File: src/rtl/core/nbb_pkg.sv
// nibble bitmap blitter: shared types, constants and register codes
// no dependencies
`timescale 1ns / 1ps
`default_nettype none

package nbb_pkg;

  localparam int DIM_W = 11;
  localparam int COORD_W = 16;
  localparam int NIB_W = 4;
  localparam int ADDR_W = 5;
  localparam int DATA_W = 32;
  localparam logic [DIM_W-1:0] MAX_DIM = 11'd1024;
  localparam logic [DIM_W-1:0] DIM_ONE = 11'd1;
  localparam logic [DIM_W-1:0] COL_STEP = 11'd2;

  typedef enum logic [1:0] {
    ROT_0   = 2'd0,
    ROT_90  = 2'd1,
    ROT_180 = 2'd2,
    ROT_270 = 2'd3
  } rot_t;

  typedef enum logic [2:0] {
    REG_ORIGIN_X = 3'd0,
    REG_ORIGIN_Y = 3'd1,
    REG_WIDTH    = 3'd2,
    REG_HEIGHT   = 3'd3,
    REG_ROTATION = 3'd4,
    REG_MIRROR   = 3'd5
  } reg_idx_t;

  typedef struct packed {
    logic [COORD_W-1:0] origin_x;
    logic [COORD_W-1:0] origin_y;
    logic [DIM_W-1:0]   width;
    logic [DIM_W-1:0]   height;
    rot_t               rotation;
    logic               mirror;
  } cfg_t;

  typedef struct packed {
    logic [DIM_W-1:0] col;
    logic [DIM_W-1:0] rev_col;
    logic [DIM_W-1:0] row;
    logic [DIM_W-1:0] rev_row;
    logic [NIB_W-1:0] nib_hi;
    logic [NIB_W-1:0] nib_lo;
    logic             v_hi;
    logic             v_lo;
  } job_t;

  typedef struct packed {
    logic full;
    logic empty;
  } q_stat_t;

  function automatic logic [DIM_W-1:0] clamp_dim(input logic [DIM_W-1:0] v);
    logic [DIM_W-1:0] r;
    r = v;
    if (v == '0) begin
      r = DIM_ONE;
    end else if (v > MAX_DIM) begin
      r = MAX_DIM;
    end
    return r;
  endfunction

endpackage

`default_nettype wire

File: src/rtl/core/nbb_regs.sv
// nibble bitmap blitter: apb-style configuration registers
// depends on nbb_pkg
`timescale 1ns / 1ps
`default_nettype none

module nbb_regs (
  input  wire logic                        clk,
  input  wire logic                        rst_n,
  input  wire logic                        psel,
  input  wire logic                        penable,
  input  wire logic                        pwrite,
  input  wire logic [nbb_pkg::ADDR_W-1:0]  paddr,
  input  wire logic [nbb_pkg::DATA_W-1:0]  pwdata,
  output logic      [nbb_pkg::DATA_W-1:0]  prdata,
  output logic                             pready,
  output nbb_pkg::cfg_t                    cfg
);

  logic [nbb_pkg::COORD_W-1:0] origin_x_r, origin_x_nxt;
  logic [nbb_pkg::COORD_W-1:0] origin_y_r, origin_y_nxt;
  logic [nbb_pkg::DIM_W-1:0]   width_r, width_nxt;
  logic [nbb_pkg::DIM_W-1:0]   height_r, height_nxt;
  nbb_pkg::rot_t               rotation_r, rotation_nxt;
  logic                        mirror_r, mirror_nxt;
  nbb_pkg::reg_idx_t           reg_idx;
  logic                        wr_en;

  assign pready  = 1'b1;
  assign reg_idx = nbb_pkg::reg_idx_t'(paddr[nbb_pkg::ADDR_W-1:2]);
  assign wr_en   = psel && penable && pwrite;

  always_comb begin
    origin_x_nxt = origin_x_r;
    origin_y_nxt = origin_y_r;
    width_nxt    = width_r;
    height_nxt   = height_r;
    rotation_nxt = rotation_r;
    mirror_nxt   = mirror_r;
    if (wr_en) begin
      case (reg_idx)
        nbb_pkg::REG_ORIGIN_X: origin_x_nxt = pwdata[nbb_pkg::COORD_W-1:0];
        nbb_pkg::REG_ORIGIN_Y: origin_y_nxt = pwdata[nbb_pkg::COORD_W-1:0];
        nbb_pkg::REG_WIDTH:    width_nxt = pwdata[nbb_pkg::DIM_W-1:0];
        nbb_pkg::REG_HEIGHT:   height_nxt = pwdata[nbb_pkg::DIM_W-1:0];
        nbb_pkg::REG_ROTATION: rotation_nxt = nbb_pkg::rot_t'(pwdata[1:0]);
        nbb_pkg::REG_MIRROR:   mirror_nxt = pwdata[0];
        default: ;
      endcase
    end
  end

  always_ff @(posedge clk) begin
    if (!rst_n) begin
      origin_x_r <= '0;
      origin_y_r <= '0;
      width_r    <= nbb_pkg::DIM_ONE;
      height_r   <= nbb_pkg::DIM_ONE;
      rotation_r <= nbb_pkg::ROT_0;
      mirror_r   <= 1'b0;
    end else begin
      origin_x_r <= origin_x_nxt;
      origin_y_r <= origin_y_nxt;
      width_r    <= width_nxt;
      height_r   <= height_nxt;
      rotation_r <= rotation_nxt;
      mirror_r   <= mirror_nxt;
    end
  end

  always_comb begin
    prdata = '0;
    case (reg_idx)
      nbb_pkg::REG_ORIGIN_X: prdata[nbb_pkg::COORD_W-1:0] = origin_x_r;
      nbb_pkg::REG_ORIGIN_Y: prdata[nbb_pkg::COORD_W-1:0] = origin_y_r;
      nbb_pkg::REG_WIDTH:    prdata[nbb_pkg::DIM_W-1:0] = width_r;
      nbb_pkg::REG_HEIGHT:   prdata[nbb_pkg::DIM_W-1:0] = height_r;
      nbb_pkg::REG_ROTATION: prdata[1:0] = rotation_r;
      nbb_pkg::REG_MIRROR:   prdata[0] = mirror_r;
      default: ;
    endcase
  end

  // sizes take effect clamped
  always_comb begin
    cfg.origin_x = origin_x_r;
    cfg.origin_y = origin_y_r;
    cfg.width    = nbb_pkg::clamp_dim(width_r);
    cfg.height   = nbb_pkg::clamp_dim(height_r);
    cfg.rotation = rotation_r;
    cfg.mirror   = mirror_r;
  end

endmodule

`default_nettype wire

File: src/rtl/core/nbb_front.sv
// nibble bitmap blitter: byte intake, row and column tracking, job build
// depends on nbb_pkg
`timescale 1ns / 1ps
`default_nettype none

module nbb_front (
  input  wire logic                       clk,
  input  wire logic                       rst_n,
  input  wire nbb_pkg::cfg_t              cfg,
  input  wire logic                       in_push,
  output logic                            in_full,
  input  wire logic                       in_first_byte,
  input  wire logic [7:0]                 in_pixel_pair,
  input  wire nbb_pkg::q_stat_t           q_stat,
  output logic                            job_push,
  output nbb_pkg::job_t                   job
);

  logic [nbb_pkg::DIM_W-1:0] col_r, col_nxt;
  logic [nbb_pkg::DIM_W-1:0] row_r, row_nxt;
  logic                      done_r, done_nxt;
  logic                      accept;
  logic                      active;
  logic                      in_image;
  logic [nbb_pkg::DIM_W-1:0] eff_col;
  logic [nbb_pkg::DIM_W-1:0] eff_row;
  logic [nbb_pkg::DIM_W-1:0] col_plus1;
  logic [nbb_pkg::DIM_W-1:0] col_plus2;
  logic [nbb_pkg::DIM_W-1:0] row_plus1;
  logic [nbb_pkg::NIB_W-1:0] nib_hi;
  logic [nbb_pkg::NIB_W-1:0] nib_lo;

  assign in_full   = q_stat.full;
  assign accept    = in_push && !q_stat.full;
  assign active    = accept && (in_first_byte || !done_r);
  assign eff_col   = in_first_byte ? '0 : col_r;
  assign eff_row   = in_first_byte ? '0 : row_r;
  assign in_image  = eff_row < cfg.height;
  assign col_plus1 = eff_col + nbb_pkg::DIM_ONE;
  assign col_plus2 = eff_col + nbb_pkg::COL_STEP;
  assign row_plus1 = eff_row + nbb_pkg::DIM_ONE;
  assign nib_hi    = in_pixel_pair[7:4];
  assign nib_lo    = in_pixel_pair[3:0];

  always_comb begin
    job.col     = eff_col;
    job.rev_col = cfg.width - nbb_pkg::DIM_ONE - eff_col;
    job.row     = eff_row;
    job.rev_row = cfg.height - nbb_pkg::DIM_ONE - eff_row;
    job.nib_hi  = nib_hi;
    job.nib_lo  = nib_lo;
    job.v_hi    = (eff_col < cfg.width) && (nib_hi != '0);
    job.v_lo    = (col_plus1 < cfg.width) && (nib_lo != '0);
  end

  assign job_push = active && in_image && (job.v_hi || job.v_lo);

  always_comb begin
    col_nxt  = col_r;
    row_nxt  = row_r;
    done_nxt = done_r;
    if (active) begin
      col_nxt  = eff_col;
      row_nxt  = eff_row;
      done_nxt = 1'b0;
      if (!in_image) begin
        done_nxt = 1'b1;
      end else if (col_plus2 >= cfg.width) begin
        col_nxt  = '0;
        row_nxt  = row_plus1;
        done_nxt = row_plus1 >= cfg.height;
      end else begin
        col_nxt = col_plus2;
      end
    end
  end

  always_ff @(posedge clk) begin
    if (!rst_n) begin
      col_r  <= '0;
      row_r  <= '0;
      done_r <= 1'b1;
    end else begin
      col_r  <= col_nxt;
      row_r  <= row_nxt;
      done_r <= done_nxt;
    end
  end

endmodule

`default_nettype wire

File: src/rtl/core/nbb_queue.sv
// nibble bitmap blitter: two-entry job queue between front and back
// depends on nbb_pkg
`timescale 1ns / 1ps
`default_nettype none

module nbb_queue (
  input  wire logic              clk,
  input  wire logic              rst_n,
  input  wire logic              push,
  input  wire nbb_pkg::job_t     din,
  input  wire logic              pop,
  output nbb_pkg::job_t          dout,
  output nbb_pkg::q_stat_t       stat
);

  nbb_pkg::job_t mem [2];
  logic          wr_ptr_r, wr_ptr_nxt;
  logic          rd_ptr_r, rd_ptr_nxt;
  logic [1:0]    cnt_r, cnt_nxt;
  logic          do_push;
  logic          do_pop;

  assign stat.full  = cnt_r == 2'd2;
  assign stat.empty = cnt_r == 2'd0;
  assign do_push    = push && !stat.full;
  assign do_pop     = pop && !stat.empty;
  assign dout       = mem[rd_ptr_r];

  always_comb begin
    wr_ptr_nxt = do_push ? !wr_ptr_r : wr_ptr_r;
    rd_ptr_nxt = do_pop ? !rd_ptr_r : rd_ptr_r;
    cnt_nxt    = cnt_r;
    if (do_push && !do_pop) begin
      cnt_nxt = cnt_r + 2'd1;
    end else if (do_pop && !do_push) begin
      cnt_nxt = cnt_r - 2'd1;
    end
  end

  always_ff @(posedge clk) begin
    if (do_push) begin
      mem[wr_ptr_r] <= din;
    end
  end

  always_ff @(posedge clk) begin
    if (!rst_n) begin
      wr_ptr_r <= 1'b0;
      rd_ptr_r <= 1'b0;
      cnt_r    <= 2'd0;
    end else begin
      wr_ptr_r <= wr_ptr_nxt;
      rd_ptr_r <= rd_ptr_nxt;
      cnt_r    <= cnt_nxt;
    end
  end

endmodule

`default_nettype wire

File: src/rtl/core/nbb_back.sv
// nibble bitmap blitter: pixel placement and output register
// depends on nbb_pkg
`timescale 1ns / 1ps
`default_nettype none

module nbb_back (
  input  wire logic                        clk,
  input  wire logic                        rst_n,
  input  wire nbb_pkg::cfg_t               cfg,
  input  wire nbb_pkg::job_t               head,
  input  wire nbb_pkg::q_stat_t            q_stat,
  output logic                             job_pop,
  output logic                             out_empty,
  input  wire logic                        out_pop,
  output logic [nbb_pkg::COORD_W-1:0]      pix_x,
  output logic [nbb_pkg::COORD_W-1:0]      pix_y,
  output logic [nbb_pkg::NIB_W-1:0]        color,
  output logic                             last_of_byte
);

  logic                        phase_r, phase_nxt;
  logic                        valid_r, valid_nxt;
  logic [nbb_pkg::COORD_W-1:0] x_r, x_nxt;
  logic [nbb_pkg::COORD_W-1:0] y_r, y_nxt;
  logic [nbb_pkg::NIB_W-1:0]   color_r, color_nxt;
  logic                        last_r, last_nxt;
  logic                        slot_free;
  logic                        emit;
  logic                        emit_hi;
  logic [nbb_pkg::DIM_W-1:0]   i_val;
  logic [nbb_pkg::DIM_W-1:0]   rev_i;
  logic [nbb_pkg::DIM_W-1:0]   dx;
  logic [nbb_pkg::DIM_W-1:0]   dy;

  assign slot_free = !valid_r || out_pop;
  assign emit      = !q_stat.empty && slot_free;
  assign emit_hi   = !phase_r && head.v_hi;
  assign job_pop   = emit && !(emit_hi && head.v_lo);
  assign i_val     = emit_hi ? head.col : head.col + nbb_pkg::DIM_ONE;
  assign rev_i     = emit_hi ? head.rev_col : head.rev_col - nbb_pkg::DIM_ONE;

  always_comb begin
    case (cfg.rotation)
      nbb_pkg::ROT_0: begin
        dx = i_val;
        dy = cfg.mirror ? head.rev_row : head.row;
      end
      nbb_pkg::ROT_90: begin
        dx = cfg.mirror ? head.row : head.rev_row;
        dy = i_val;
      end
      nbb_pkg::ROT_180: begin
        dx = rev_i;
        dy = cfg.mirror ? head.row : head.rev_row;
      end
      nbb_pkg::ROT_270: begin
        dx = cfg.mirror ? head.rev_row : head.row;
        dy = rev_i;
      end
      default: begin
        dx = i_val;
        dy = head.row;
      end
    endcase
  end

  always_comb begin
    phase_nxt = phase_r;
    valid_nxt = valid_r;
    x_nxt     = x_r;
    y_nxt     = y_r;
    color_nxt = color_r;
    last_nxt  = last_r;
    if (out_pop) begin
      valid_nxt = 1'b0;
    end
    if (emit) begin
      valid_nxt = 1'b1;
      phase_nxt = emit_hi && head.v_lo;
      x_nxt     = cfg.origin_x + {{(nbb_pkg::COORD_W-nbb_pkg::DIM_W){1'b0}}, dx};
      y_nxt     = cfg.origin_y + {{(nbb_pkg::COORD_W-nbb_pkg::DIM_W){1'b0}}, dy};
      color_nxt = emit_hi ? head.nib_hi : head.nib_lo;
      last_nxt  = !(emit_hi && head.v_lo);
    end
  end

  always_ff @(posedge clk) begin
    if (!rst_n) begin
      phase_r <= 1'b0;
      valid_r <= 1'b0;
    end else begin
      phase_r <= phase_nxt;
      valid_r <= valid_nxt;
    end
  end

  always_ff @(posedge clk) begin
    x_r     <= x_nxt;
    y_r     <= y_nxt;
    color_r <= color_nxt;
    last_r  <= last_nxt;
  end

  assign out_empty    = !valid_r;
  assign pix_x        = x_r;
  assign pix_y        = y_r;
  assign color        = color_r;
  assign last_of_byte = last_r;

`ifndef SYNTHESIS
  a_color_nonzero: assert property (@(posedge clk) disable iff (!rst_n)
    valid_r |-> color_r != '0)
    else $error("pixel write with transparent colour");

  a_phase_has_job: assert property (@(posedge clk) disable iff (!rst_n)
    phase_r |-> (!q_stat.empty && head.v_lo))
    else $error("low nibble pending without a job holding it");

  a_hi_then_lo: assert property (@(posedge clk) disable iff (!rst_n)
    (emit && emit_hi && head.v_lo) |=> (phase_r && !last_r))
    else $error("split byte did not leave the low nibble pending");
`endif

endmodule

`default_nettype wire

File: src/rtl/core/nibble_bitmap_blitter.sv
// path: an accepted byte passes through a job queue entry, then the output register
// throughput: one byte a cycle while in_full is low and it yields at most one write;
// one pixel write a cycle on the result side while out_pop keeps the output free,
// set by the single placement adder pair
// reset: synchronous rst_n restores register defaults, empties queue and output,
// and leaves the block idle until a byte marked first_byte arrives
`timescale 1ns / 1ps
`default_nettype none

module nibble_bitmap_blitter (
  input  wire logic                        clk,
  input  wire logic                        rst_n,
  input  wire logic                        psel,
  input  wire logic                        penable,
  input  wire logic                        pwrite,
  input  wire logic [nbb_pkg::ADDR_W-1:0]  paddr,
  input  wire logic [nbb_pkg::DATA_W-1:0]  pwdata,
  output logic      [nbb_pkg::DATA_W-1:0]  prdata,
  output logic                             pready,
  input  wire logic                        in_push,
  output logic                             in_full,
  input  wire logic                        in_first_byte,
  input  wire logic [7:0]                  in_pixel_pair,
  output logic                             out_empty,
  input  wire logic                        out_pop,
  output logic signed [15:0]               out_pixel_x,
  output logic signed [15:0]               out_pixel_y,
  output logic      [3:0]                  out_color,
  output logic                             out_last_of_byte
);

  nbb_pkg::cfg_t     cfg;
  nbb_pkg::job_t     job_in;
  nbb_pkg::job_t     job_head;
  nbb_pkg::q_stat_t  q_stat;
  logic              job_push;
  logic              job_pop;
  logic [15:0]       pix_x;
  logic [15:0]       pix_y;

  nbb_regs u_regs (
    .clk     (clk),
    .rst_n   (rst_n),
    .psel    (psel),
    .penable (penable),
    .pwrite  (pwrite),
    .paddr   (paddr),
    .pwdata  (pwdata),
    .prdata  (prdata),
    .pready  (pready),
    .cfg     (cfg)
  );

  nbb_front u_front (
    .clk           (clk),
    .rst_n         (rst_n),
    .cfg           (cfg),
    .in_push       (in_push),
    .in_full       (in_full),
    .in_first_byte (in_first_byte),
    .in_pixel_pair (in_pixel_pair),
    .q_stat        (q_stat),
    .job_push      (job_push),
    .job           (job_in)
  );

  nbb_queue u_queue (
    .clk   (clk),
    .rst_n (rst_n),
    .push  (job_push),
    .din   (job_in),
    .pop   (job_pop),
    .dout  (job_head),
    .stat  (q_stat)
  );

  nbb_back u_back (
    .clk          (clk),
    .rst_n        (rst_n),
    .cfg          (cfg),
    .head         (job_head),
    .q_stat       (q_stat),
    .job_pop      (job_pop),
    .out_empty    (out_empty),
    .out_pop      (out_pop),
    .pix_x        (pix_x),
    .pix_y        (pix_y),
    .color        (out_color),
    .last_of_byte (out_last_of_byte)
  );

  assign out_pixel_x = $signed(pix_x);
  assign out_pixel_y = $signed(pix_y);

endmodule

`default_nettype wire
File: config.mk
export PLATFORM = sky130hd
export DESIGN_NAME = nibble_bitmap_blitter
export DESIGN_NICKNAME = d
export VERILOG_FILES = /design/src/rtl/core/nbb_pkg.sv /design/src/rtl/core/nbb_regs.sv /design/src/rtl/core/nbb_front.sv /design/src/rtl/core/nbb_queue.sv /design/src/rtl/core/nbb_back.sv /design/src/rtl/core/nibble_bitmap_blitter.sv
export SDC_FILE = /design/constraint.sdc
export NUM_CORES = 1
export LEC_CHECK = 0
export ABC_AREA = 1
export BUFFER_PORTS_ARGS = -buffer_cell sky130_fd_sc_hd__buf_4
export CAP_MARGIN = 20
export CORE_MARGIN = 2
export CORE_UTILIZATION = 45
export CTS_BUF_LIST = sky130_fd_sc_hd__clkbuf_2 sky130_fd_sc_hd__clkbuf_4 sky130_fd_sc_hd__clkbuf_8
export CTS_CLUSTER_DIAMETER = 80
export DETAILED_ROUTE_END_ITERATION = 16
export PLACE_DENSITY = 0.61
export SLEW_MARGIN = 10
export SYNTH_ARGS = -nofsm -noshare
export SYNTH_HDL_FRONTEND = slang
export SYNTH_SLANG_ARGS = --single-unit
export TNS_END_PERCENT = 5
File: constraint.sdc
create_clock -name clk -period 16.9 [get_ports clk]
set_input_delay 4.225 -clock clk [delete_from_list [all_inputs] [get_ports clk]]
set_output_delay 4.225 -clock clk [all_outputs]
set_load 0.005 [all_outputs]
# Word-level counts from Yosys, hierarchy flattened
# Memories as Yosys holds them, arrays and structs flattened. A register that Yosys moved wholly into a read port is not among the register bits.
# Cells that the tools add are included.
# Widths: inputs -> output; s select.
[word_totals]
ff_bits = 123
ram_bits = 108
inputBits = 53
out_inout_bits = 72
word_cells = 123
n_memories = 1
[op_classes]
n_addsub = 13
n_lt_le_gt_ge = 7
eq_ne = 9
mux = 31
reduce_logical = 44
[memory_table]
columns = ["memory", "words", "word_bits", "read_ports", "rd_ports_with_merged_regs", "wr", "line", "text"]
rows = [
  ["u_queue.mem", 2, 54, 1, 1, 1, "nbb_queue.sv:16", "nbb_pkg::job_t mem [2];"],
]
[ops]
columns = ["cell", "count"]
rows = [
  ["$mux 11", 14],
  ["$pmux 11 s4", 2],
  ["$pmux 9 s4", 1],
  ["$add 11x1->11 const B", 3],
  ["$lt 11x11->1", 3],
  ["$sub 11x1->11 const B", 3],
  ["$add 16x11->16", 2],
  ["$ge 11x11->1", 2],
  ["$gt 11x11->1 const B", 2],
  ["$logic_not 11->1", 2],
  ["$sub 11x11->11", 2],
  ["$logic_and 1x1->1", 16],
  ["$reduce_and 2->1", 6],
  ["$add 11x2->11 const B", 1],
  ["$logic_not 1->1", 10],
  ["$pmux 5 s2", 1],
  ["$mux 1", 8],
  ["$reduce_bool 4->1", 2],
  ["$eq 2x2->1 const B", 3],
  ["$eq 3x2->1 const B", 2],
  ["$eq 3x3->1 const B", 2],
  ["$pmux 1 s6", 1],
  ["$pmux 1 s5", 1],
  ["$logic_not 2->1", 2],
  ["9 further kinds", 13],
]

# Depth between registers and ports, before layout
# Gate-level depths: netlist (run 1).
[depth]
word_depth = 12
ltp_mapped = 26
mapped_depth_nobuf = 26

# By module
# From an unflattened synthesis (run 1), not the netlist that was laid out.
[hier_totals]
cells_unflattened = 1832
hier_area_um2 = 15237.1
[modules_own_cells]
columns = ["mod", "n_inst", "cells_each", "area_each_um2", "seq_area_each_um2"]
rows = [
  ["nbb_queue", 1, 206, 4395.5, 3343.2],
  ["nbb_front", 1, 625, 3966.3, 460.4],
  ["nbb_back", 1, 572, 3962.6, 1151.1],
  ["nbb_regs", 1, 429, 2912.8, 1141.1],
]

# Worst setup path before layout (run 1)
# OpenSTA, ideal clock, no wires.
[synth_path]
path_type = "in2reg"
startpoint = "in in_first_byte"
endpoint = "mem u_queue.mem[0][0] (netlist bit), enable pin"
setup_time_ns = 0.466
arrival_ns = 9.126
setup_slack_ns = 7.308
cell_stages = 19
path_buffers = 1
path_cell_list = "buf_4 nor2_1 ha_1 nand3_2 nor2_1 inv_1 nor2_1 nand2_1 nor2_1 xor2_1 inv_1 ha_1 nand2_1 nor2_1 a2111oi_0 nand2_1 nand2_1 nand2_1 nor2_1"
[synth_lines]
columns = ["element", "line", "text"]
rows = [
  ["from (decl)", "nibble_bitmap_blitter.sv:22", "input wire logic in_first_byte,"],
  ["to (decl)", "nbb_queue.sv:16", ""],
]

# Final worst setup path (run 1)
[layout_path]
startpoint = "in paddr[3] (netlist bit)"
endpoint = "out prdata[11] (netlist bit)"
[layout_via]
elab_chain_cells = 2
word_cells_on_any_way = 3
[layout_rtl]
columns = ["element", "line", "text"]
rows = [
  ["from (decl)", "nibble_bitmap_blitter.sv:16", "input wire logic [nbb_pkg::ADDR_W-1:0] paddr,"],
  ["$eq 3x1->1 or $logic_not 3->1 (tied branches)", "nbb_regs.sv:72", "case (reg_idx)"],
  ["$pmux 5 s2 (*)", "nbb_regs.sv:72", ""],
  ["to (decl)", "nibble_bitmap_blitter.sv:18", "output logic [nbb_pkg::DATA_W-1:0] prdata,"],
]
# Every way passes the cells marked *; elsewhere a longest branch is shown, timed or not.

==> summary.txt, run 1 <==
Power and ir drop
  • Leakage: 6.83 nW
  • Switching portion of total power: 0.384
  • Clock network fraction of total power: 0.247
  • Comb power frac: 0.396
  • Worst vdd ir: 142 uV
  • Sw Pwr: 855 uW
  • Cell Pwr Density: 141 mW/mm^2
  • Share of power burned in registers: 0.356
  • Internal: 1.37 mW

Clock tree
  • Clock transition at path regs: 0.06 ns
  • CTS Sinks: 232
  • Clk_lat worst skew: 0.54 ns
  • H-Tree Depth: 2
  • CTS tree: yes
  • # resized after CTS: 0
  • CTS buffer count: 43
  • # Post-CTS Setup Buffers: 0
  • Max Buffers Root-to-Sink: 3
  • Root Driver: clkbuf_8
  • Hold-fix buffers, CTS: 0

Critical path
  • Critical Path, Cell by Cell: buf_4 -> nor3_2 -> inv_1 -> o21ai_0 -> buf_4
  • Top delay family on crit path: simple AND/OR/NAND/NOR gates
  • Crit end category: output port
  • CP max FO: 14
  • Slowest CP cell: nor3_2
  • Required @ worst endpoint: 12.68 ns
  • Worst setup SP type: input port
  • Critical path class: in -> out
  • Buffers plus inverters on the worst setup path: 3
  • Cell mode on critical path: buf_4
  • WP data arrival: 5.75 ns
  • Crit path largest cell delay: 0.81 ns

Final layout
  • Layout cell share with drive strength beyond 1: 0.128
  • P&R area growth vs syn: 12.8%
  • Fillers: 2,908
  • Layout Cells excl Fill: 2,174
  • Most common cell after layout, fill and taps aside: nand2_1
  • Nets: 1,902
  • Ant diodes: 0
  • Commonest non-fill, non-tap cells in the layout: 319 x nand2_1, 181 x inv_1, 161 x nor2_1

Timing
  • Maximum clock frequency: 100 MHz
  • Fin. max-slew vios: 0
  • Worst-Margin Slew: 1.07 ns
  • Setup Skew: 0.0179 ns
  • # setup viols final: 0
  • RSZ-0062 raised after global routing: no
  • Period minus WS final: 9.98 ns
  • TNS Setup: 0 ns
  • Final hold vios: 0
  • Relative slew slack: 0.285
  • Period utilization: 0.590

Routing
  • Average wire per standard cell: 17.3 um
  • Via count: 11.4k
  • First drt pass iteration count: 5
  • Routed Wire Length: 37.6 mm
  • Vias per cell: 5.26
  • DR iter-0 viols: 932
  • Drt drc: 0
  • Post-route antenna net violation count: 0

Logic synthesis
  • Register area share after synthesis: 0.437
  • Gate count after technology mapping: 1,661
  • Synth area leader: edfxtp_1
  • Post-synth ARST share: 0
  • Top FF cell, synth: edfxtp_1
  • Largest cells by area after synthesis: edfxtp_1 31%, dfxtp_1 12%, ha_1 8.8%
  • Ys Warns: 0
  • Post-synth cell types: 57
  • Post-synth EDFFs: 145
  • Synth Area per Inst: 8.40 um^2
  • FF+latch count, synth: 232
  • Post-synth top area share: 0.312
  • Syn Std Cell Area: 0.0140 mm^2

Place
  • DPL Wire Length: 28.3 mm
  • Placed cells: 2,098
  • GP Congestion: 0.944
  • IO Port Bufs: 89

Floorplan
  • Row cnt: 64
  • DIE AREA: 0.0324 mm^2
  • Die width: 180 um
  • Die height: 180 um
  • Core area: 0.0306 mm^2
  • Starting density of the core: 0.456
  • I/O pin count: 125

Global route
  • Vias in the first global route: 10.9k
  • Antenna violations before repair: 1
  • GRT overflow: 0
  • GRT Total Usage: 0.232
  • Largest net degree at the start of global routing: 76
  • First-pass GRT wire length: 59.4 mm

Job
  • Max cap viols: 0

Worst hold path
  • Hold Path Class: reg -> reg

Outcome
  • Outcome: finished, final reports clean
registers in the layout, indices dropped and copies added (netlist names), 2 cells and up, named ones only:
name               cells
u_back.pix_x          16
u_regs.width_r        11
u_back.color           4
u_regs.rotation_r      2
u_queue.mem          108
u_regs.origin_x_r     16
u_front.row_r         11
u_queue.cnt_r          2
u_regs.origin_y_r     16
u_front.col_r         11
u_regs.height_r       11
u_back.pix_y          16
worst register-to-register path, stage by stage, from the launching register on:
cell	delay (ns)
dfxtp_2	0.31
buf_4	0.55
inv_2	0.11
buf_4	0.28
o21ai_2	0.27
buf_4	0.30
nand3_1	0.17
nor2_1	0.17
nand2_1	0.11
nor2_1	0.13
xor2_1	0.27
nand2_1	0.08
o211ai_1	0.09
nand2_1	0.07
inv_1	0.06
ha_1	0.27
nand2_1	0.11
inv_1	0.05
nand4_1	0.08
o211ai_1	0.12
nand2_1	0.09
nand2_1	0.07
nand2_1	0.06
nand2_1	0.08
a21boi_0	0.74
nor2_1	0.12
xor2_1	0.19
through the flow:
stage	total power [mW]	util	setup slack, ns	hold WS (ns)	cell area [um^2]
after floorplan	1.40	-	7.31	0.432	14000
after global placement	1.67	0.486	7.01	0.433	14900
after detailed placement	1.69	0.486	7.00	0.448	14900
after CTS	2.24	0.515	7.01	0.456	15700
after global routing	2.38	0.515	6.89	0.481	15700
final	2.23	0.515	6.92	0.457	15700
synth_stat cells (10+ instances only):
master      n
a21oi_1   134
buf_4      20
clkbuf_1   37
dfxtp_1    87
edfxtp_1  145
ha_1       98
inv_1     182
inv_2      13
nand2_1   319
nand3_1    71
nand4_1    11
nor2_1    162
nor3_1     12
o211ai_1   13
o21ai_0   119
o21ai_1    14
o22ai_1    17
or2_2      10
xnor2_1    15
xor2_1     67
routing by layer:
metal / share of wire / track usage / routed length, um / vias up
met3: 0.063 / 0.0338 / 2370 / 73
met5: 0 / 0 / 0 / -
li1: - / - / - / 5729
met4: 0.029 / 0.0726 / 1110 / 0
met2: 0.45 / 0.374 / 16900 / 382
met1: 0.46 / 0.323 / 17200 / 5260
final cells by class:
class	count	area, um^2	area share
Clock inverter	13	111	0.00708
Sequential cell	232	6100	0.387
Clock buffer	63	767	0.0487
Multi-Input combinational cell	1177	6810	0.433
Tap cell	396	495	0.0315
Timing Repair Buffer	96	721	0.0458
Inverter	197	739	0.0470
path summary, 6_finish.rpt:
path	cells after the start	from	slack (ns)	endpoint
hold reg to reg	1	u_queue.rd_ptr_r	0.46	register
setup / recovery	5	paddr[3]	6.92	prdata[11]
setup reg to reg	26	register	11.72	u_back.pix_y[13]
hold / removal	1	u_queue.rd_ptr_r	0.46	register
kinds of logic (layout without fill, tap and decap cells):
logic type                 Yosys count  count (layout)  synth area share
AOI/OAI and AO/OA                  346             346             0.140
adders and majority gates          102             102            0.0936
buffers and inverters              267             369            0.0806
and+or+nand+nor                    621             621             0.190
other                                2              17          0.000538
muxes                                9               9           0.00646
xor gates and xnor gates            82              82            0.0515
DFF                                232             232             0.437
power groups by stage:
| stage | clock [mW] | combinational [mW] | sequential [mW] |
|---|---|---|---|
| floorplan | 0 | 0.588 | 0.808 |
| global placement | 0 | 0.866 | 0.801 |
| detailed placement | 0 | 0.881 | 0.804 |
| CTS | 0.563 | 0.885 | 0.793 |
| global route | 0.591 | 0.987 | 0.803 |
| finish | 0.551 | 0.882 | 0.792 |
Note: power is estimated with default switching activity, not from simulation.
==> run 2, diff against run 1 <==
--- a/config.mk
+++ b/config.mk
@@ -5,7 +5,7 @@
 export SDC_FILE = /design/constraint.sdc
 export NUM_CORES = 1
 export LEC_CHECK = 0
-export ABC_AREA = 1
+export ABC_AREA = 0
 export BUFFER_PORTS_ARGS = -buffer_cell sky130_fd_sc_hd__buf_4
 export CAP_MARGIN = 20
 export CORE_MARGIN = 2
==> constraint.sdc (replaced) <==
create_clock -name clk -period 9.75 [get_ports clk]
set_input_delay 2.4375 -clock clk [delete_from_list [all_inputs] [get_ports clk]]
set_output_delay 2.4375 -clock clk [all_outputs]
set_load 0.005 [all_outputs]
==> run 2 against run 1 <==
Against the previous run:
- clock power is 68% higher
- combinational power is 0.5% lower
- sequential power is 63% higher
- critical endpoint is now u_queue.mem[0][15]
- clock-buffer cell count is 8 lower
==> summary.txt, run 2 <==
Outcome
  • Outcome: finished, final reports clean

Logic synthesis
  • Synth area leader: edfxtp_1
  • Gate count after technology mapping: 1,357 (-18%)
  • Post-synth top area share: 0.306 (-0.00577)
  • Top FF cell, synth: edfxtp_1
  • Ys Warns: 0 (unchanged)
  • Post-synth EDFFs: 145 (unchanged)
  • Register area share after synthesis: 0.429 (-0.00807)
  • Synth Area per Inst: 10.5 um^2 (+25%)
  • Post-synth ARST share: 0 (unchanged)
  • Largest cells by area after synthesis: edfxtp_1 31%, dfxtp_1 12%, ha_1 8.6%
  • FF+latch count, synth: 232 (unchanged)
  • Syn Std Cell Area: 0.0142 mm^2 (+1.9%)
  • Most frequent cell after synthesis: edfxtp_1
  • Commonest cells post-synth: 145 x edfxtp_1, 134 x nand2_1, 103 x a21oi_1
  • Post-synth cell types: 78 (+37%)

Routing
  • DR iter-0 viols: 631 (-32%)
  • Routed Wire Length: 35.3 mm (-6.1%)
  • Via count: 10.5k (-8.1%)
  • First drt pass iteration count: 7 (+2)
  • Post-route antenna net violation count: 0 (unchanged)
  • Average wire per standard cell: 18.8 um (+8.8%)
  • Drt drc: 0 (unchanged)
  • Vias per cell: 5.61 (+6.5%)

Power and ir drop
  • Cell Pwr Density: 194 mW/mm^2 (+37%)
  • Leakage: 6.22 nW (-8.9%)
  • Worst vdd ir: 114 uV (-20%)

Critical path
  • Required @ worst endpoint: 9.93 ns (-2.75 ns)
  • Worst setup SP type: input port
  • Critical path class: in -> reg
  • Critical Path, Cell by Cell: buf_4 -> nor2b_1 -> ha_1 -> nand3_1 -> nor2_1 -> nand2_1 -> xor2_1 -> nor2_1 -> ha_1 -> and4_1 -> a211oi_1 -> nand2_1 -> a21oi_1 -> o21ai_1 -> nor2_4 -> buf_4
  • WP data arrival: 7.21 ns (+1.46 ns)
  • Crit end category: register
  • CP max FO: 40 (+26)
  • Slowest CP cell: nor2_4
  • Crit path largest cell delay: 0.67 ns (-0.14 ns)
  • R2r worst-path depth: 15 (-42%)

Clock tree
  • CTS Sinks: 232 (unchanged)
  • # resized after CTS: 0 (unchanged)
  • Clock transition at path regs: 0.06 ns (about the same)
  • CTS buffer count: 42 (-2.3%)
  • Root Driver: clkbuf_8
  • CTS tree: yes
  • H-Tree Depth: 2 (unchanged)
  • Hold-fix buffers, CTS: 0 (unchanged)
  • Max Buffers Root-to-Sink: 3 (unchanged)
  • # Post-CTS Setup Buffers: 0 (unchanged)
  • Clk_lat worst skew: 0.56 ns (+0.02 ns)

Timing
  • Maximum clock frequency: 142 MHz
  • Period utilization: 0.721
  • Fin. max-slew vios: 0 (unchanged)
  • RSZ-0062 raised after global routing: no
  • # setup viols final: 0 (unchanged)
  • Final hold vios: 0 (unchanged)
  • TNS Setup: 0 ns (unchanged)
  • Hold WS: 0.477 ns (+0.0205 ns)
  • Relative slew slack: 0.362 (+0.0771)
  • Setup Skew: 0.0344 ns (+0.0166 ns)
  • Period minus WS final: 7.03 ns
  • Worst-Margin Slew: 0.957 ns (-0.112 ns)

Final layout
  • Ant diodes: 0 (unchanged)
  • Area occupied by multi-input gates: 0.00752 mm^2 (+10%)
  • Fillers: 2,833 (-2.6%)
  • Reg area: 0.00610 mm^2 (about the same)
  • Most common cell after layout, fill and taps aside: edfxtp_1
  • Nets: 1,595 (-16%)
  • Commonest non-fill, non-tap cells in the layout: 145 x edfxtp_1, 134 x nand2_1, 103 x a21oi_1
  • Max reg flops: 108 (unchanged)
  • P&R area growth vs syn: 12.2%
  • Layout cell share with drive strength beyond 1: 0.174 (+0.0456)
  • Largest Register: u_queue.mem
  • Core Util, Final: 0.510 (-0.00491)

Global route
  • Antenna violations before repair: 0 (-1)
  • GRT Total Usage: 0.214 (-0.0179)
  • GRT overflow: 0 (unchanged)
  • Largest net degree at the start of global routing: 76 (unchanged)
  • Vias in the first global route: 9,987 (-8.5%)
  • First-pass GRT wire length: 55.8 mm (-6.1%)

Place
  • IO Port Bufs: 89 (unchanged)
  • DPL Wire Length: 26.2 mm (-7.6%)
  • GP Congestion: 0.867 (-8.1%)

Worst hold path
  • Hold Path Stages: 2 (+1)
  • Hold Path Class: reg -> reg

Floorplan
  • Row cnt: 65 (+1.6%)
  • I/O pin count: 125 (unchanged)
  • DIE AREA: 0.0330 mm^2 (+1.8%)
  • Die height: 182 um (+0.92%)
  • Core area: 0.0313 mm^2 (+2.4%)
  • Starting density of the core: 0.454 (-0.00213)
  • Die width: 182 um (+0.92%)

Job
  • Max cap viols: 0 (unchanged)
==> run 2: worst max-delay path: cells and delay by family <==
| family | cells | cell delay, ns |
|---|---|---|
| xor gates and xnor gates | 1 | 0.15 |
| AOI/OAI and AO/OA | 3 | 0.85 |
| adders and majority gates | 2 | 0.67 |
| and+or+nand+nor | 8 | 2.32 |
| buffers and inverters | 2 | 0.73 |
==> run 2: worst paths after layout <==
path | startpoint | to | slack [ns]
setup / recovery | in_first_byte | u_queue.mem[0][15] | 2.72
hold / removal | u_regs.origin_y_r[6] | u_regs.origin_y_r[6] | 0.48
setup reg to reg | u_front.col_r[1] | u_queue.mem[0][15] | 4.45
hold reg to reg | u_regs.origin_y_r[6] | u_regs.origin_y_r[6] | 0.48
==> run 2: cell families (layout without fill, tap and decap cells) <==
kind of cell / count (synthesis) / in the layout / share of synthesized area
AND/OR/NAND/NOR: 429 / 429 / 0.148
AO/OA/AOI/OAI: 261 / 261 / 0.117
flip-flops: 232 / 232 / 0.429
buffers and inverters: 138 / 239 / 0.0489
multiplexers: 104 / 104 / 0.110
adder cells (fa/ha/maj): 102 / 102 / 0.0919
XOR/XNOR: 89 / 89 / 0.0548
other: 2 / 17 / 0.000528
==> run 2: final cells by class <==
type / count / share of cell area
multi-input cells: 1002 / 0.471
flip-flops and latches: 232 / 0.382
repair buffers: 102 / 0.0480
clock buffers: 55 / 0.0439
well taps: 402 / 0.0315
inverters: 60 / 0.0141
clock inverters: 22 / 0.00878
==> run 2: layer usage <==
layer  global-route usage  wire, um  vias to the layer above
li1                     -         -                     5086
met1                0.305     16500                     5055
met2                0.337     15800                      316
met3               0.0349      2110                       58
met4               0.0611       822                        0
met5                    0         0                        -
==> run 2: stage by stage <==
step | setup WS, ns | power, mW | std cells | area [um^2]
finish | 2.72 | 3.09 | 1875 | 16000
floorplan | 1.26 | 1.93 | 1372 | 14300
detailed placement | 2.15 | 2.19 | 1798 | 15100
global placement | 2.27 | 2.18 | 1798 | 15100
CTS | 2.71 | 3.12 | 1875 | 16000
global route | 2.30 | 3.26 | 1875 | 16000
==> run 2: power breakdown <==
group | switching (mW) | leakage (nW) | internal [mW]
clock network | 0.423 | 0.440 | 0.501
logic | 0.502 | 3.72 | 0.376
registers | 0.0613 | 2.07 | 1.23
==> run 3, diff against run 2 <==
==> constraint.sdc (replaced) <==
create_clock -name clk -period 7 [get_ports clk]
set_input_delay 1.75 -clock clk [delete_from_list [all_inputs] [get_ports clk]]
set_output_delay 1.75 -clock clk [all_outputs]
set_load 0.005 [all_outputs]
==> run 3 against run 2 <==
Against the previous run:
- total power is 38% higher
- non-clock buffer count is 6 higher
- final cell count is 0.37% higher
- setup slack worse by 1.5 ns
- sequential power is 43% higher
==> summary.txt, run 3 (synthesis gave the netlist of run 2 again) <==
Critical path
  • Required @ worst endpoint: 7.46 ns (-2.47 ns)
  • Buffers plus inverters on the worst setup path: 3 (+1)
  • Critical path class: in -> reg
  • Cell mode on critical path: ha_1
  • CP max FO: 12 (-70%)
  • Top delay family on crit path: simple AND/OR/NAND/NOR gates
  • Crit end category: register
  • Critical Path, Cell by Cell: buf_4 -> nor2b_1 -> ha_1 -> nand3_1 -> nor2_1 -> nand4_1 -> xnor2_1 -> ha_1 -> and4_1 -> and3_1 -> a21oi_1 -> buf_4 -> o21ai_1 -> inv_1 -> ha_1 -> or3_1 -> a21oi_1
  • Worst setup SP type: input port
  • WP data arrival: 6.27 ns (-0.94 ns)
  • Slowest CP cell: nor2b_1
  • Crit path largest cell delay: 0.60 ns (-0.07 ns)

Routing
  • Post-route antenna net violation count: 0 (unchanged)
  • Routed Wire Length: 36.0 mm (+2.1%)
  • DR iter-0 viols: 769 (+22%)
  • Average wire per standard cell: 19.1 um (+1.7%)
  • Drt drc: 0 (unchanged)
  • Via count: 10.6k (+0.51%)
  • First drt pass iteration count: 5 (-2)
  • Vias per cell: 5.62 (+0.14%)

Final layout
  • Area occupied by multi-input gates: 0.00752 mm^2 (unchanged)
  • Max reg flops: 108 (unchanged)
  • Nets: 1,601 (+0.38%)
  • Fillers: 2,829 (-0.14%)
  • Commonest non-fill, non-tap cells in the layout: 145 x edfxtp_1, 134 x nand2_1, 106 x buf_4
  • P&R area growth vs syn: 12.5%
  • Ant diodes: 0 (unchanged)
  • Largest Register: u_queue.mem
  • Reg area: 0.00610 mm^2 (unchanged)
  • Layout cell share with drive strength beyond 1: 0.176 (+0.00256)
  • Most common cell after layout, fill and taps aside: edfxtp_1

Timing
  • Period utilization: 0.830
  • Worst-Margin Slew: 0.915 ns (-0.0425 ns)
  • RSZ-0062 raised after global routing: no
  • TNS Setup: 0 ns (unchanged)
  • Relative slew slack: 0.390 (+0.0284)
  • Fin. max-slew vios: 0 (unchanged)
  • Setup Skew: 0.0242 ns (-0.0102 ns)
  • # setup viols final: 0 (unchanged)
  • Final hold vios: 0 (unchanged)
  • Maximum clock frequency: 172 MHz
  • Period minus WS final: 5.81 ns

Power and ir drop
  • Cell Pwr Density: 267 mW/mm^2 (+38%)
  • Switching portion of total power: 0.320 (+0.000848)
  • Total design power: 4.28 mW (+38%)
  • Comb power frac: 0.280 (-0.004)
  • Sw Pwr: 1.37 mW (+39%)
  • Internal: 2.91 mW (+38%)
  • Share of power burned in registers: 0.431 (+0.013)
  • Clock network fraction of total power: 0.289 (-0.009)
  • Leakage: 6.24 nW (+0.29%)
  • Worst vdd ir: 218 uV (+91%)

Floorplan
  • Row cnt: 65 (unchanged)
  • Die width: 182 um (unchanged)
  • DIE AREA: 0.0330 mm^2 (unchanged)
  • I/O pin count: 125 (unchanged)
  • Starting density of the core: 0.454 (unchanged)
  • Die height: 182 um (unchanged)
  • Core area: 0.0313 mm^2 (unchanged)

Clock tree
  • Hold-fix buffers, CTS: 0 (unchanged)
  • Max Buffers Root-to-Sink: 3 (unchanged)
  • CTS tree: yes
  • Root Driver: clkbuf_8
  • Clk_lat worst skew: 0.55 ns (about the same)
  • CTS Sinks: 232 (unchanged)
  • Clock transition at path regs: 0.06 ns (about the same)
  • # resized after CTS: 0 (unchanged)
  • CTS buffer count: 42 (unchanged)
  • # Post-CTS Setup Buffers: 0 (unchanged)
  • H-Tree Depth: 2 (unchanged)

Job
  • Max cap viols: 0 (unchanged)

Worst hold path
  • Hold Path Class: reg -> reg

Global route
  • Antenna violations before repair: 0 (unchanged)
  • GRT overflow: 0 (unchanged)
  • Largest net degree at the start of global routing: 76 (unchanged)
  • Vias in the first global route: 10.1k (+0.89%)
  • First-pass GRT wire length: 56.2 mm (+0.68%)
  • GRT Total Usage: 0.217 (+0.00291)

Place
  • IO Port Bufs: 89 (unchanged)
  • GP Congestion: 0.866 (-0.18%)
  • DPL Wire Length: 26.5 mm (+1.3%)

Outcome
  • Outcome: finished, final reports clean
-- run 3: layer usage --
metal  GRT usage  part of all wire  up-vias
met5           0                 0        -
met4      0.0537             0.019        0
met3      0.0363             0.059       52
met2       0.341              0.45      317
met1       0.312              0.47     5093
li1            -                 -     5107
-- run 3: through the flow --
step           hold slack (ns)  instance area, um^2  setup slack (ns)  cells  utilization
6_report                 0.479                16000              1.19   1882        0.511
5_1_grt                  0.503                16000             0.921   1882        0.511
4_1_cts                  0.478                16000              1.31   1882        0.511
3_5_place_dp             0.466                15200             0.708   1804        0.485
3_3_place_gp             0.459                15200             0.871   1804        0.485
2_1_floorplan            0.445                14300            -0.802   1372            -
-- run 3: worst paths after layout --
| path | start | to | slack (ns) | cells after the start |
|---|---|---|---|---|
| max | in_first_byte | u_queue.cnt_r[1] | 1.19 | 17 |
| min | u_regs.origin_x_r[4] | u_regs.origin_x_r[4] | 0.48 | 2 |
| max reg2reg | u_front.col_r[1] | u_queue.cnt_r[1] | 2.10 | 16 |
| min reg2reg | u_regs.origin_x_r[4] | u_regs.origin_x_r[4] | 0.48 | 2 |
-- run 3: cell type report --
type / count / area share
clock buffers: 58 / 0.0444
flip-flops and latches: 232 / 0.381
repair buffers: 108 / 0.0522
inverters: 60 / 0.0141
clock inverters: 20 / 0.00641
well taps: 402 / 0.0314
multi-input cells: 1002 / 0.470
-- run 3: power groups by stage --
stage / Combinational, mW / Sequential (mW) / Clock (mW)
after floorplan: 0.869 / 1.82 / 0
after global placement: 1.18 / 1.87 / 0
after detailed placement: 1.20 / 1.87 / 0
after CTS: 1.21 / 1.85 / 1.27
after global routing: 1.31 / 1.87 / 1.34
final: 1.20 / 1.84 / 1.24
-- run 3: worst register-to-register path, delay by kind of cell (launching register included) --
kind	cells	cell delay [ns]
buf+inv	2	0.39
compound gates	3	0.58
flops	1	0.42
xor+xnor	1	0.16
simple gates	7	2.15
fa+ha+maj	3	1.11
